==> src/sv/brainfuck_instruction_executor_macros.svh <==
// ----------------------------------------------------------------------------
// brainfuck instruction executor assertion macros
// shared concurrent assertion forms, clocked on clk and disabled in rst
// ----------------------------------------------------------------------------
`ifndef BRAINFUCK_INSTRUCTION_EXECUTOR_MACROS_SVH
`define BRAINFUCK_INSTRUCTION_EXECUTOR_MACROS_SVH

// property that holds on every clock edge
`define BFE_ASSERT_ALWAYS(label, expr, msg) \
  label: assert property (@(posedge clk) disable iff (rst) (expr)) else $error(msg);

// same-cycle implication
`define BFE_ASSERT_IMPL(label, ante, cons, msg) \
  label: assert property (@(posedge clk) disable iff (rst) (ante) |-> (cons)) else $error(msg);

// next-cycle implication
`define BFE_ASSERT_NEXT(label, ante, cons, msg) \
  label: assert property (@(posedge clk) disable iff (rst) (ante) |=> (cons)) else $error(msg);

`endif

==> src/sv/bfe_pkg.sv <==
// ----------------------------------------------------------------------------
// bfe_pkg
// opcodes, instruction characters, stop codes and controller/datapath structs
// ----------------------------------------------------------------------------
`default_nettype none

package bfe_pkg;

  // item opcodes
  localparam logic [1:0] OP_CLEAR = 2'd0;
  localparam logic [1:0] OP_LOAD  = 2'd1;
  localparam logic [1:0] OP_STEP  = 2'd2;

  // instruction characters
  localparam logic [7:0] CH_NUL    = 8'h00;
  localparam logic [7:0] CH_RIGHT  = 8'h3E;
  localparam logic [7:0] CH_LEFT   = 8'h3C;
  localparam logic [7:0] CH_PLUS   = 8'h2B;
  localparam logic [7:0] CH_MINUS  = 8'h2D;
  localparam logic [7:0] CH_DOT    = 8'h2E;
  localparam logic [7:0] CH_COMMA  = 8'h2C;
  localparam logic [7:0] CH_LBRACK = 8'h5B;
  localparam logic [7:0] CH_RBRACK = 8'h5D;

  // stop codes
  localparam logic [2:0] ST_OK        = 3'd0;
  localparam logic [2:0] ST_PROG_FULL = 3'd1;
  localparam logic [2:0] ST_STACK_OVF = 3'd2;
  localparam logic [2:0] ST_UNM_CLOSE = 3'd3;
  localparam logic [2:0] ST_UNM_OPEN  = 3'd4;

  localparam int POS_W = 10;

  // controller to datapath
  typedef struct packed {
    logic accept;
    logic zero_cell;
    logic exec;
    logic scan;
    logic pop;
    logic load_out;
  } cmd_t;

  // datapath to controller
  typedef struct packed {
    logic runnable;
    logic go_scan;
    logic go_pop;
    logic scan_end;
  } stat_t;

endpackage

`default_nettype wire

==> src/sv/bfe_ctrl.sv <==
// ----------------------------------------------------------------------------
// bfe_ctrl
// sequencer: item accept, cell clear, instruction fetch, bracket scan, loop pop, result
// ----------------------------------------------------------------------------
`default_nettype none

`include "brainfuck_instruction_executor_macros.svh"

module bfe_ctrl (
  input  wire logic          clk,
  input  wire logic          rst,
  input  wire logic          in_valid,
  output logic               in_ready,
  input  wire logic [1:0]    opcode,
  output logic               result_valid,
  input  wire logic          result_ready,
  input  wire bfe_pkg::stat_t stat,
  output bfe_pkg::cmd_t      cmd
);

  localparam logic [2:0] S_INIT  = 3'd0;
  localparam logic [2:0] S_IDLE  = 3'd1;
  localparam logic [2:0] S_CLR   = 3'd2;
  localparam logic [2:0] S_FETCH = 3'd3;
  localparam logic [2:0] S_SCAN  = 3'd4;
  localparam logic [2:0] S_POP   = 3'd5;
  localparam logic [2:0] S_DONE  = 3'd6;

  logic [2:0] state, state_next;
  logic       out_free;
  logic       accept;

  assign in_ready = (state == S_IDLE);
  assign accept   = in_valid && in_ready;
  assign out_free = !result_valid || result_ready;

  always_comb begin
    cmd           = '0;
    cmd.accept    = accept;
    cmd.zero_cell = (state == S_INIT) || (state == S_CLR);
    cmd.exec      = (state == S_FETCH);
    cmd.scan      = (state == S_SCAN);
    cmd.pop       = (state == S_POP);
    cmd.load_out  = (state == S_DONE) && out_free;
  end

  always_comb begin
    state_next = state;
    unique case (state)
      S_INIT: state_next = S_IDLE;
      S_IDLE: begin
        if (accept) begin
          if (opcode == bfe_pkg::OP_CLEAR) begin
            state_next = S_CLR;
          end else if (opcode == bfe_pkg::OP_STEP && stat.runnable) begin
            state_next = S_FETCH;
          end else begin
            state_next = S_DONE;
          end
        end
      end
      S_CLR: state_next = S_DONE;
      S_FETCH: begin
        if (stat.go_scan) begin
          state_next = S_SCAN;
        end else if (stat.go_pop) begin
          state_next = S_POP;
        end else begin
          state_next = S_DONE;
        end
      end
      S_SCAN: begin
        if (stat.scan_end) begin
          state_next = S_DONE;
        end
      end
      S_POP: state_next = S_DONE;
      S_DONE: begin
        if (out_free) begin
          state_next = S_IDLE;
        end
      end
      default: state_next = S_INIT;
    endcase
  end

  always_ff @(posedge clk) begin
    if (rst) begin
      state        <= S_INIT;
      result_valid <= 1'b0;
    end else begin
      state <= state_next;
      if (cmd.load_out) begin
        result_valid <= 1'b1;
      end else if (result_ready) begin
        result_valid <= 1'b0;
      end
    end
  end

  `BFE_ASSERT_IMPL(a_load_when_free, cmd.load_out, !result_valid || result_ready, "result overwritten before transaction")
  `BFE_ASSERT_NEXT(a_clear_zeroes_cell, accept && opcode == bfe_pkg::OP_CLEAR, cmd.zero_cell, "clear did not zero cell")

endmodule

`default_nettype wire

==> config.mk <==
export PLATFORM = sky130hd
export DESIGN_NAME = bfe_ctrl
export DESIGN_NICKNAME = d
export VERILOG_FILES = /design/src/sv/bfe_pkg.sv /design/src/sv/bfe_ctrl.sv
export VERILOG_INCLUDE_DIRS = /design/src /design/src/sv
export SDC_FILE = /design/constraint.sdc
export NUM_CORES = 1
export LEC_CHECK = 0
export ABC_CLOCK_PERIOD_IN_PS = 1400
export BUFFER_PORTS_ARGS = -buffer_cell sky130_fd_sc_hd__buf_2
export CORE_AREA = 2 2 39 41
export DETAILED_ROUTE_END_ITERATION = 10
export DIE_AREA = 0 0 41 43
export PLACE_DENSITY = 0.63
export SETUP_SLACK_MARGIN = 0.4
export SYNTH_ARGS = -nofsm -noshare
export SYNTH_HDL_FRONTEND = slang
export SYNTH_SLANG_ARGS = --single-unit
==> constraint.sdc <==
create_clock -name clk -period 1.4 [get_ports clk]
set_input_delay 0.21 -clock clk [delete_from_list [all_inputs] [get_ports clk]]
set_output_delay 0.21 -clock clk [all_outputs]
set_load 0.02 [all_outputs]
Word level (Yosys, flattened, before mapping)
Index checks and enable logic that the tools add are counted.
{"block": "op_classes", "add_sub_neg": 0, "n_mul": 0, "n_div": 0, "magnitude_cmp": 0, "n_eq_ne": 10, "n_shift": 0, "n_mux": 10, "bitwise_logic": 0, "n_reduce_logical": 11}
{"cell": "case mux 3 bit (6 select lines)", "count": 1}
{"cell": "two-way mux 3 bit", "count": 5}
{"cell": "equality test 3 bit, second input constant", "count": 3}
{"cell": "equality test 3 x 2 -> 1 bit, second input constant", "count": 2}
{"cell": "two-way mux 2 bit", "count": 2}
{"cell": "!= test 2 bit, second input constant", "count": 2}
{"cell": "equality test 3 x 1 -> 1 bit, second input constant", "count": 1}
{"cell": "logical AND 1 bit", "count": 3}
{"cell": "logical NOT 3 bit", "count": 1}
{"cell": "AND reduction 3 bit", "count": 1}
{"cell": "equality test 2 bit, second input constant", "count": 1}
{"cell": "logical NOT 2 bit", "count": 1}
{"cell": "logical OR 1 bit", "count": 2}
{"cell": "two-way mux 1 bit", "count": 2}
{"cell": "!= test 2 x 1 -> 1 bit, second input constant", "count": 1}
{"cell": "nonzero test 2 bit", "count": 1}
{"cell": "OR reduction 2 bit", "count": 1}
{"cell": "logical NOT 1 bit", "count": 1}
{"block": "totals", "register_bits": 4, "latch_bits": 0, "ram_bits": 0, "mem_bits_ro": 0, "in_bits": 10, "out_inout_bits": 8, "word_cells": 33, "mem_count": 0}

Longest topological paths before layout
Gate-level depths: netlist of the first run.
{"block": "logic_depth", "ltp_word": 6, "mapped_depth": 5}

Least setup slack after synthesis of the first run
OpenSTA, ideal clock, no wires.
{"block": "synth_timing", "path_type": "reg-to-output", "startpoint": "register state[1]", "endpoint": "output cmd[5] in the netlist's numbering", "arrival_ps": 1318, "required_ps": 1190, "slack_ps": -128, "stages_incl_launch_ff": 4, "n_path_buf": 1, "path_cell_list": "dfxtp_1 > nor3b_1 > and2_1 > buf_4"}
{"block": "synth_via", "elab_chain_cells": 2}
{"element": "start: declaration", "line_no": "bfe_ctrl.sv:29", "source": "logic [2:0] state, state_next;"}
{"element": "start signal: assignment", "line_no": "bfe_ctrl.sv:92", "source": "state <= state_next;"}
{"element": "equality test 3 x 1 -> 1 bit", "line_no": "bfe_ctrl.sv:33", "source": "assign in_ready = (state == S_IDLE);"}
{"element": "named net in_ready", "line_no": "bfe_ctrl.sv:13", "source": "output logic in_ready,"}
{"element": "logical AND 1 bit", "line_no": "bfe_ctrl.sv:34", "source": "assign accept = in_valid && in_ready;"}
{"element": "end: declaration", "line_no": "bfe_ctrl.sv:18", "source": "output bfe_pkg::cmd_t cmd"}
The timed path passes the listed nets, and every way through them passes these cells.

==> summary.txt, run 1 <==
Layout
  • Syn-to-layout area delta: 96.8%
  • Multi-input gate area: 318 um^2
  • Fin nets: 84
  • Commonest non-fill, non-tap cells in the layout: 10 x buf_2, 9 x buf_6, 8 x buf_4
  • Layout Utilization: 0.493
  • Ant diodes: 0
  • Reg area: 91.3 um^2
  • Fill cell count: 136
  • Commonest non-fill, non-tap cell in the layout: buf_2
  • Share of layout cells above drive strength 1: 0.708

Critical path
  • Worst path bufs/invs: 1
  • Setup CP Type: reg2out
  • Critical path's largest stage delay: 350 ps
  • Crit-path slowest cell: dfxtp_4
  • Type of origin of the critical path: flip-flop
  • CP delay by family, top: simple AND/OR/NAND/NOR gates
  • CP Max Fanout: 4
  • Worst path required time: 1190 ps
  • CP arrival: 1090 ps
  • CP endpoint kind: primary output
  • Crit-path cells: and2b_2 > and3_4 > buf_6

Yosys
  • Synth Register Bits: 4
  • Mapped Nets: 55
  • Yosys warning total: 0
  • Seq/Total Area, Yosys: 0.231
  • Area leader, netlist: dfxtp_1
  • Top area cells in the synthesized netlist: dfxtp_1 23%, buf_4 6.5%, nor2_1 5.4%, and3b_1 5.1%, o21ai_2 5.1%
  • Synth cell types: 24
  • Mean Syn Cell Area: 7.70 um^2
  • Syn Std Cell Area: 347 um^2
  • Yosys top cell area share: 0.231
  • Cells after synthesis: 45

GRT
  • GRT Total Usage: 0.130
  • First-pass GRT wire length: 1500 um
  • Initial antenna violation count: 0
  • Vias in the first global route: 398
  • Pin count of the biggest net entering global routing: 9
  • Total gr overflow: 0

Floorplanning
  • Die ar.: 1760 um^2
  • Area of the core: 1380 um^2
  • Row cnt: 14
  • Die X: 41 um
  • I/O pin cnt: 18
  • Initial core utilization: 0.250
  • Die H: 43 um

Clock tree
  • CTS root buffer: clkbuf_4
  • CTS tree: yes
  • Clock latency on the worst-skew pair: 230 ps
  • Clock Pin Slew Worst Setup and Hold Paths: 40 ps
  • TritonCTS Buffers: 3
  • CTS HTree Levels: 1
  • Clock tree buffer depth: 2
  • CTS Sinks: 4

Placement
  • Routability congestion estimate: 0.692
  • Post-DP HPWL: 684 um
  • Buffers added on ports: 17

Flow run
  • Max cap viols: 0

Timing
  • Max Clock Skew: 3.60 ps
  • Worst Max-Slew Pin Slew: 254 ps
  • Final Critical Period: 1300 ps
  • Relative slew slack: 0.830
  • Hold_ws: 207 ps
  • Fmax: 0.770 GHz
  • Period utilization: 0.928
  • # setup viols final: 0
  • Final Max Slew Viols: 0
  • Setup tns final: 0 ps
  • RSZ-0062 raised after global routing: true
  • Fin. Hold Viols: 0

Pwr
  • Final Power: 1440 uW
  • Max IR drop VDD: 0.000879 V
  • Leak pwr: 0.000312 uW
  • Power Density: 2110 nW/um^2

Routing
  • DRT Pass-1 Iters: 2
  • DR iter-0 viols: 6
  • Antenna viol nets, final: 0
  • Final wirelength: 1080 um
  • Avg WL per Cell: 12.2 um
  • DRC: 0
  • DR vias/cell: 4.85
  • Vias: 427

Worst hold path
  • Hold crit path type: in2reg

Outcome
  • Status: finished, final reports clean
## cell usage after synthesis
master / number
buf_6: 1
a21oi_1: 3
o21ai_2: 2
xor2_1: 1
nand4_1: 1
inv_1: 1
a31o_2: 1
o21ai_0: 2
buf_4: 3
and3b_1: 2
nor2b_1: 1
o31ai_1: 2
and2b_1: 1
nand2_1: 2
nor3_1: 3
and3_1: 2
o21a_1: 1
nor3b_1: 1
nor4b_2: 1
dfxtp_1: 4
nor2_1: 5
o211ai_1: 1
and2_1: 2
nand2b_1: 2
## path summary, 6_finish.rpt
check | cells after the start | from | end | slack [ps]
worst min register to register | 2 | result_valid$_SDFFE_PP0P_ | result_valid$_SDFFE_PP0P_ | 540
worst min-delay path | 2 | rst | state[2]$_SDFFE_PP0P_ | 210
worst max register to register | 6 | state[2]$_SDFFE_PP0P_ | state[0]$_SDFFE_PP0P_ | 140
worst max-delay path | 3 | state[0]$_SDFFE_PP0P_ | cmd[0] | 100
## cell type report
class / count / share of cell area
multi-input cells: 36 / 0.466
well taps: 16 / 0.0294
repair buffers: 28 / 0.332
clock buffers: 3 / 0.0330
flip-flops and latches: 4 / 0.134
inverters: 1 / 0.00550
## worst register-to-register path, stage by stage, from the launching register on
cell	delay, ps
dfxtp_4	370
buf_6	100
buf_8	120
nor3_2	50
and3_1	170
o31ai_1	210
a21oi_1	100
## registers in the layout, summed over array words and instances, names as in the netlist
register	flops
result_valid	1
state	3
## report_power, final
| group | switching [uW] | total [uW] | internal (uW) | leakage [uW] |
|---|---|---|---|---|
| clock | 43.5 | 139 | 95.7 | 0.0000138 |
| combinational | 489 | 1050 | 559 | 0.000264 |
| sequential | 70.2 | 252 | 182 | 0.0000348 |
| total | 603 | 1440 | 836 | 0.000312 |
## through the flow
step / worst slack [ps] / cell area, um^2 / cells
2_1_floorplan: 242 / 388 / 45
3_3_place_gp: 166 / 467 / 76
3_5_place_dp: 128 / 467 / 76
4_1_cts: 93.1 / 606 / 84
5_1_grt: 49.3 / 682 / 88
6_report: 101 / 682 / 88
## repair_timing
| item | CTS | global route |
|---|---|---|
| hold endpoints to repair | 0 | 0 |
| hold buffers | 0 | 0 |
| buffers inserted | 5 | 4 |
| setup endpoints to repair | 11 | 11 |
| gates resized for setup | 25 | 11 |
| pin swaps | 4 | 7 |
## routing by layer
| metal | vias to the layer above | track usage | part of all wire |
|---|---|---|---|
| li1 | 212 | - | - |
| met3 | 0 | 0.0471 | 0.031 |
| met5 | - | 0 | 0 |
| met4 | 0 | 0.0800 | 0 |
| met2 | 10 | 0.216 | 0.57 |
| met1 | 205 | 0.125 | 0.39 |
## cell families after synthesis
| kind of cell | count (synthesis) | share of synthesized area |
|---|---|---|
| XOR/XNOR | 1 | 0.0253 |
| AND/OR/NAND/NOR | 23 | 0.401 |
| AO/OA/AOI/OAI | 12 | 0.235 |
| buffers and inverters | 5 | 0.108 |
| flip-flops | 4 | 0.231 |
Note: power is estimated with default switching activity, not from simulation.
==> inputs of run 2 (changes only) <==
Settings changed: ABC_CLOCK_PERIOD_IN_PS 1400 to 1100, PLACE_DENSITY 0.63 to 0.65.
Clock period 1.4 ns to 1.1 ns, I/O delays scaled along.
==> run 2 against run 1 <==
Net effect:
- the flow now finishes with violations (setup timing)
- total power is 41% higher
- wire length is 3.1% higher
- combinational power is 46% higher
- clock power is 24% higher
- die area stayed put
- count of clock-buffer cells in the layout stayed put
- non-clock buffer count is 7 higher
- sequential share of layout area is 1.2 points lower
- sequential cell count stayed put
- register-to-register slack worse by 260 ps
- clock skew is 2.9 ps lower
- final cell count is 8.0% higher
- critical path type unchanged
- critical endpoint is now cmd[5]
- largest power group unchanged
- highest routed layer is now met4
==> summary.txt, run 2 (synthesized netlist as in run 1, its figures left out) <==
Critical path
  • Critical path's largest stage delay: 360 ps (about the same)
  • Setup CP Type: reg2out
  • CP arrival: 1160 ps (+70 ps)
  • R2R Setup Slk: -120 ps (-260 ps)
  • R2R depth: 5 (-1)
  • Worst path required time: 940 ps (-250 ps)
  • Crit-path slowest cell: dfxtp_4
  • CP Max Fanout: 6 (+2)
  • Crit-path cells: buf_12 > nor3b_4 > and2_4 > buf_6
  • Type of origin of the critical path: flip-flop
  • CP endpoint kind: primary output
  • Worst r2r src: state[2]$_SDFFE_PP0P_
  • Capturing point of the worst reg2reg path: state[0]$_SDFFE_PP0P_

Clock tree
  • CTS Sinks: 4 (unchanged)
  • CTS root buffer: clkbuf_4
  • Clock tree buffer depth: 2 (unchanged)
  • TritonCTS Buffers: 3 (unchanged)
  • Clock Pin Slew Worst Setup and Hold Paths: 30 ps (about the same)
  • Clock latency on the worst-skew pair: 230 ps (about the same)
  • CTS HTree Levels: 1 (unchanged)
  • CTS tree: yes

Routing
  • Final wirelength: 1110 um (+3.1%)
  • DR vias/cell: 4.71 (-3.0%)
  • DRC: 0 (unchanged)
  • Avg WL per Cell: 11.7 um (-4.5%)
  • Vias: 447 (+4.7%)
  • DRT Pass-1 Iters: 3 (+1)
  • DR iter-0 viols: 2 (-4)
  • Antenna viol nets, final: 0 (unchanged)

Layout
  • Ant diodes: 0 (unchanged)
  • Top reg by flops: state
  • Syn-to-layout area delta: 119%
  • Layout Utilization: 0.549 (+0.0561)
  • Commonest non-fill, non-tap cells in the layout: 14 x buf_6, 11 x buf_4, 9 x buf_2
  • Largest regs: state x3, result_valid x1
  • Share of layout cells above drive strength 1: 0.772 (+0.0638)
  • Commonest non-fill, non-tap cell in the layout: buf_6
  • Fin nets: 91 (+8.3%)
  • Multi-input gate area: 315 um^2 (-0.79%)
  • Reg area: 92.6 um^2 (+1.4%)
  • Max reg flops: 3 (unchanged)
  • Fill cell count: 128 (-5.9%)

Pwr
  • Comb pwr share: 0.755 (+0.027)
  • Psw: 784 uW (+30%)
  • Leak pwr: 0.000353 uW (+13%)
  • Power Density: 2670 nW/um^2 (+26%)
  • Clock power share: 0.086 (-0.011)
  • Max IR drop VDD: 0.000876 V (-0.31%)
  • Int Pwr: 1240 uW (+48%)
  • Sw Ratio: 0.387 (-0.0321)
  • Sequential Power Share: 0.160 (-0.015)

Floorplanning
  • Die ar.: 1760 um^2 (unchanged)
  • Die H: 43 um (unchanged)
  • Row cnt: 14 (unchanged)
  • Die X: 41 um (unchanged)
  • Area of the core: 1380 um^2 (unchanged)
  • Initial core utilization: 0.250 (unchanged)
  • I/O pin cnt: 18 (unchanged)

Worst hold path
  • Hold crit path type: in2reg
  • Origin of the worst min-delay path: rst
  • Worst Hold Depth: 2 (unchanged)
  • Hold Path End: result_valid$_SDFFE_PP0P_

Timing
  • Fin. Hold Viols: 0 (unchanged)
  • Final Critical Period: 1320 ps
  • Setup tns final: -1340 ps (-1340 ps)
  • Max Clock Skew: 0.695 ps (-2.90 ps)
  • Final Max Slew Viols: 0 (unchanged)
  • Worst Max-Slew Pin Slew: 314 ps (+60.3 ps)
  • Relative slew slack: 0.790 (-0.0403)
  • Setup ws final: -223 ps (-325 ps)
  • RSZ-0062 raised after global routing: true
  • # setup viols final: 10 (+10)
  • Period utilization: 1.20
  • Fmax: 0.756 GHz

Placement
  • Post-DP HPWL: 699 um (+2.2%)
  • Buffers added on ports: 17 (unchanged)
  • Routability congestion estimate: 0.680 (-1.7%)

GRT
  • Total gr overflow: 0 (unchanged)
  • Vias in the first global route: 410 (+3.0%)
  • GRT Total Usage: 0.139 (+0.00918)
  • Initial antenna violation count: 0 (unchanged)
  • Pin count of the biggest net entering global routing: 8 (-1)
  • First-pass GRT wire length: 1620 um (+8.3%)

Outcome
  • Status: finished with violations
  • Failing checks: setup timing

Flow run
  • Max cap viols: 0 (unchanged)
[run 2: worst max path at each step]
stage	end	startpoint
4_1_cts	cmd[5]	state[1]$_SDFFE_PP0P_
2_1_floorplan	cmd[5]	state[2]$_SDFFE_PP0P_
5_1_grt	cmd[5]	state[2]$_SDFFE_PP0P_
3_5_place_dp	state[0]$_SDFFE_PP0P_	state[1]$_SDFFE_PP0P_
3_3_place_gp	state[0]$_SDFFE_PP0P_	state[1]$_SDFFE_PP0P_
6_report	cmd[5]	state[2]$_SDFFE_PP0P_
[run 2: power by group through the flow]
| stage | logic (uW) | registers (uW) | clock network, uW |
|---|---|---|---|
| 5_1_grt | 1640 | 337 | 194 |
| 2_1_floorplan | 721 | 278 | 0 |
| 3_5_place_dp | 992 | 300 | 0 |
| 4_1_cts | 1390 | 312 | 183 |
| 3_3_place_gp | 980 | 300 | 0 |
| 6_report | 1530 | 324 | 173 |
[run 2: routing by layer]
metal  global-route usage  up-vias  wire, um
li1                     -      227         -
met1                0.148      205       419
met2                0.222       13       616
met3               0.0471        2        62
met4               0.0800        0        11
met5                    0        -         0
[run 2: area by class of cell]
cell class	count	share of cell area
clock buffer	3	0.0297
sequential	4	0.122
inverter	1	0.00494
tap	16	0.0264
timing repair buffer	35	0.402
multi-input combinational	36	0.415
[run 2: timing repair]
item | CTS | global route
pin swaps | 6 | 2
setup endpoints to repair | 12 | 12
gates resized for setup | 29 | 8
hold buffers | 0 | 0
setup buffers | 7 | 2
[run 2: worst max-delay path, delay by kind of cell, from the launching register on]
kind | cells | cell delay [ps]
buf+inv | 2 | 230
flops | 1 | 360
simple gates | 2 | 330
[run 2: per-stage QoR]
stage          setup WS (ps)  hold WS [ps]  instances  total power [uW]  area (um^2)
2_1_floorplan          -13.4           227         45               999          402
3_3_place_gp           -41.3           403         83              1280          546
3_5_place_dp           -45.7           402         83              1290          546
4_1_cts                 -226           156         93              1880          711
5_1_grt                 -278           164         95              2170          759
6_report                -223           174         95              2030          759
==> inputs of run 3 (changes only) <==
Settings changed: PLACE_DENSITY 0.65 to 0.54.
==> run 3 against run 2 <==
Net effect:
- the run still ends with setup timing left
- total power is 0.36% higher
- largest cell class unchanged
- non-clock buffer count stayed put
- global-route usage is 0.27 points higher
- critical path type unchanged
==> summary.txt, run 3 (synthesized netlist as in run 1, its figures left out) <==
Clock tree
  • Clock Pin Slew Worst Setup and Hold Paths: 40 ps (about the same)
  • CTS root buffer: clkbuf_4
  • CTS Sinks: 4 (unchanged)
  • CTS HTree Levels: 1 (unchanged)
  • Clock latency on the worst-skew pair: 240 ps (about the same)
  • CTS tree: yes
  • Clock tree buffer depth: 2 (unchanged)
  • TritonCTS Buffers: 3 (unchanged)

Routing
  • Met1 wire length: 428 um (+2.1%)
  • Met3 WL: 42 um (-32%)
  • Final wirelength: 1020 um (-7.9%)
  • DR top layer: met4
  • Vias: 452 (+1.1%)
  • Antenna viol nets, final: 0 (unchanged)
  • DR iter-0 viols: 3 (+1)
  • DRT Pass-1 Iters: 4 (+1)
  • Met2 WL: 535 um (-13%)
  • DRC: 0 (unchanged)
  • Avg WL per Cell: 10.8 um (-7.9%)
  • DR vias/cell: 4.76 (+1.1%)

Outcome
  • Failing checks: setup timing
  • Status: finished with violations

Layout
  • Multi-input gate area: 323 um^2 (+2.4%)
  • Layout Utilization: 0.554 (+0.00543)
  • Largest regs: state x3, result_valid x1
  • Ant diodes: 0 (unchanged)
  • Share of layout cells above drive strength 1: 0.747 (-0.0253)
  • Fill cell count: 124 (-3.1%)
  • Commonest non-fill, non-tap cells in the layout: 14 x buf_6, 11 x buf_4, 9 x buf_2
  • Max reg flops: 3 (unchanged)
  • Fin nets: 91 (unchanged)
  • Top reg by flops: state
  • Final non-filler cell total: 95 (unchanged)
  • Reg area: 92.6 um^2 (unchanged)
  • Syn-to-layout area delta: 121%
  • Commonest non-fill, non-tap cell in the layout: buf_6

Floorplanning
  • Row cnt: 14 (unchanged)
  • Initial core utilization: 0.250 (unchanged)
  • Die X: 41 um (unchanged)
  • Area of the core: 1380 um^2 (unchanged)
  • Die H: 43 um (unchanged)
  • I/O pin cnt: 18 (unchanged)
  • Die ar.: 1760 um^2 (unchanged)

Placement
  • Routability congestion estimate: 0.799 (+17%)
  • Buffers added on ports: 17 (unchanged)
  • Post-DP HPWL: 708 um (+1.3%)
  • Worst slack at placement: -57.2 ps (-11.4 ps)
  • Post-Place Cells: 83 (unchanged)

Timing
  • Period utilization: 1.21 (+0.00413)
  • Hold_ws: 152 ps (-21.4 ps)
  • Fmax: 0.753 GHz (-0.34%)
  • RSZ-0062 raised after global routing: true
  • Setup ws final: -228 ps (-4.55 ps)
  • Final Max Slew Viols: 0 (unchanged)
  • Final Critical Period: 1330 ps (+4.55 ps)
  • Relative slew slack: 0.860 (+0.0697)
  • # setup viols final: 10 (unchanged)
  • Max Clock Skew: 6.63 ps (+5.93 ps)
  • Worst Max-Slew Pin Slew: 209 ps (-105 ps)
  • Fin. Hold Viols: 0 (unchanged)

GRT
  • Pin count of the biggest net entering global routing: 7 (-1)
  • Total gr overflow: 0 (unchanged)
  • First-pass GRT wire length: 1600 um (-1.3%)
  • Vias in the first global route: 418 (+2.0%)
  • Initial antenna violation count: 0 (unchanged)
  • GRT Total Usage: 0.141 (+0.00273)

Flow run
  • Max cap viols: 0 (unchanged)

Pwr
  • Final Power: 2030 uW (+0.36%)
  • Leak pwr: 0.000352 uW (-0.31%)
  • Max IR drop VDD: 0.00108 V (+24%)
  • Power Density: 2650 nW/um^2 (-0.63%)

Critical path
  • Crit-path slowest cell: dfxtp_4
  • Crit-path cells: buf_6 > nor3b_4 > and2_1 > buf_6
  • Type of origin of the critical path: flip-flop
  • CP Max Fanout: 3 (-3)
  • Critical path's largest stage delay: 340 ps (-20 ps)
  • Worst path required time: 940 ps (about the same)
  • Setup CP Type: reg2out
  • CP delay by family, top: simple AND/OR/NAND/NOR gates
  • CP arrival: 1160 ps (about the same)
  • CP endpoint kind: primary output
  • Top cell by count, worst path: buf_6
  • Worst path bufs/invs: 2 (unchanged)

Worst hold path
  • Hold crit path type: in2reg
[run 3: cell counts in the layout (fill, tap and decap cells not counted)]
No cell type changed its count.
[run 3: through the flow]
step / area, um^2 / setup TNS (ps)
CTS: 716 / -1470
global placement: 546 / -192
finish: 767 / -1390
global route: 767 / -1960
floorplan: 402 / -24.2
detailed placement: 546 / -192
[run 3: worst reg2reg max path: stages (launching register included)]
cell and delay, ps:
dfxtp_4 360, buf_12 130, buf_6 110, and2_4 160, o21ai_4 130, o211ai_1 110
a21oi_1 140
[run 3: layer usage]
metal,up-vias,track usage
li1,230,-
met3,2,0.0628
met2,10,0.206
met5,-,0
met4,0,0.100
met1,210,0.154
[run 3: worst paths after layout]
path,depth (start not counted),slack [ps],start,endpoint
worst max-delay path,4,-230,state[1]$_SDFFE_PP0P_,cmd[5]
worst min-delay path,2,150,rst,result_valid$_SDFFE_PP0P_
worst max register to register,6,-110,state[2]$_SDFFE_PP0P_,state[2]$_SDFFE_PP0P_
worst min register to register,2,560,result_valid$_SDFFE_PP0P_,result_valid$_SDFFE_PP0P_
[run 3: layout make-up]
| cell class | count | share of cell area |
|---|---|---|
| Clock buffer | 3 | 0.0294 |
| Sequential cell | 4 | 0.121 |
| Tap cell | 16 | 0.0261 |
| Timing Repair Buffer | 35 | 0.398 |
| Inverter | 1 | 0.00489 |
| Multi-Input combinational cell | 36 | 0.421 |
[run 3: power breakdown]
group          internal [uW]  switching, uW  leakage [uW]
registers                231           67.0     0.0000353
clock network            122           65.0     0.0000138
logic                    887            661      0.000303
[run 3: timing repair]
item | in CTS | in global routing
buffers inserted | 7 | 2
hold buffers | 0 | 0
pin swaps | 6 | 2
setup endpoints to repair | 12 | 12
gates resized for setup | 30 | 7
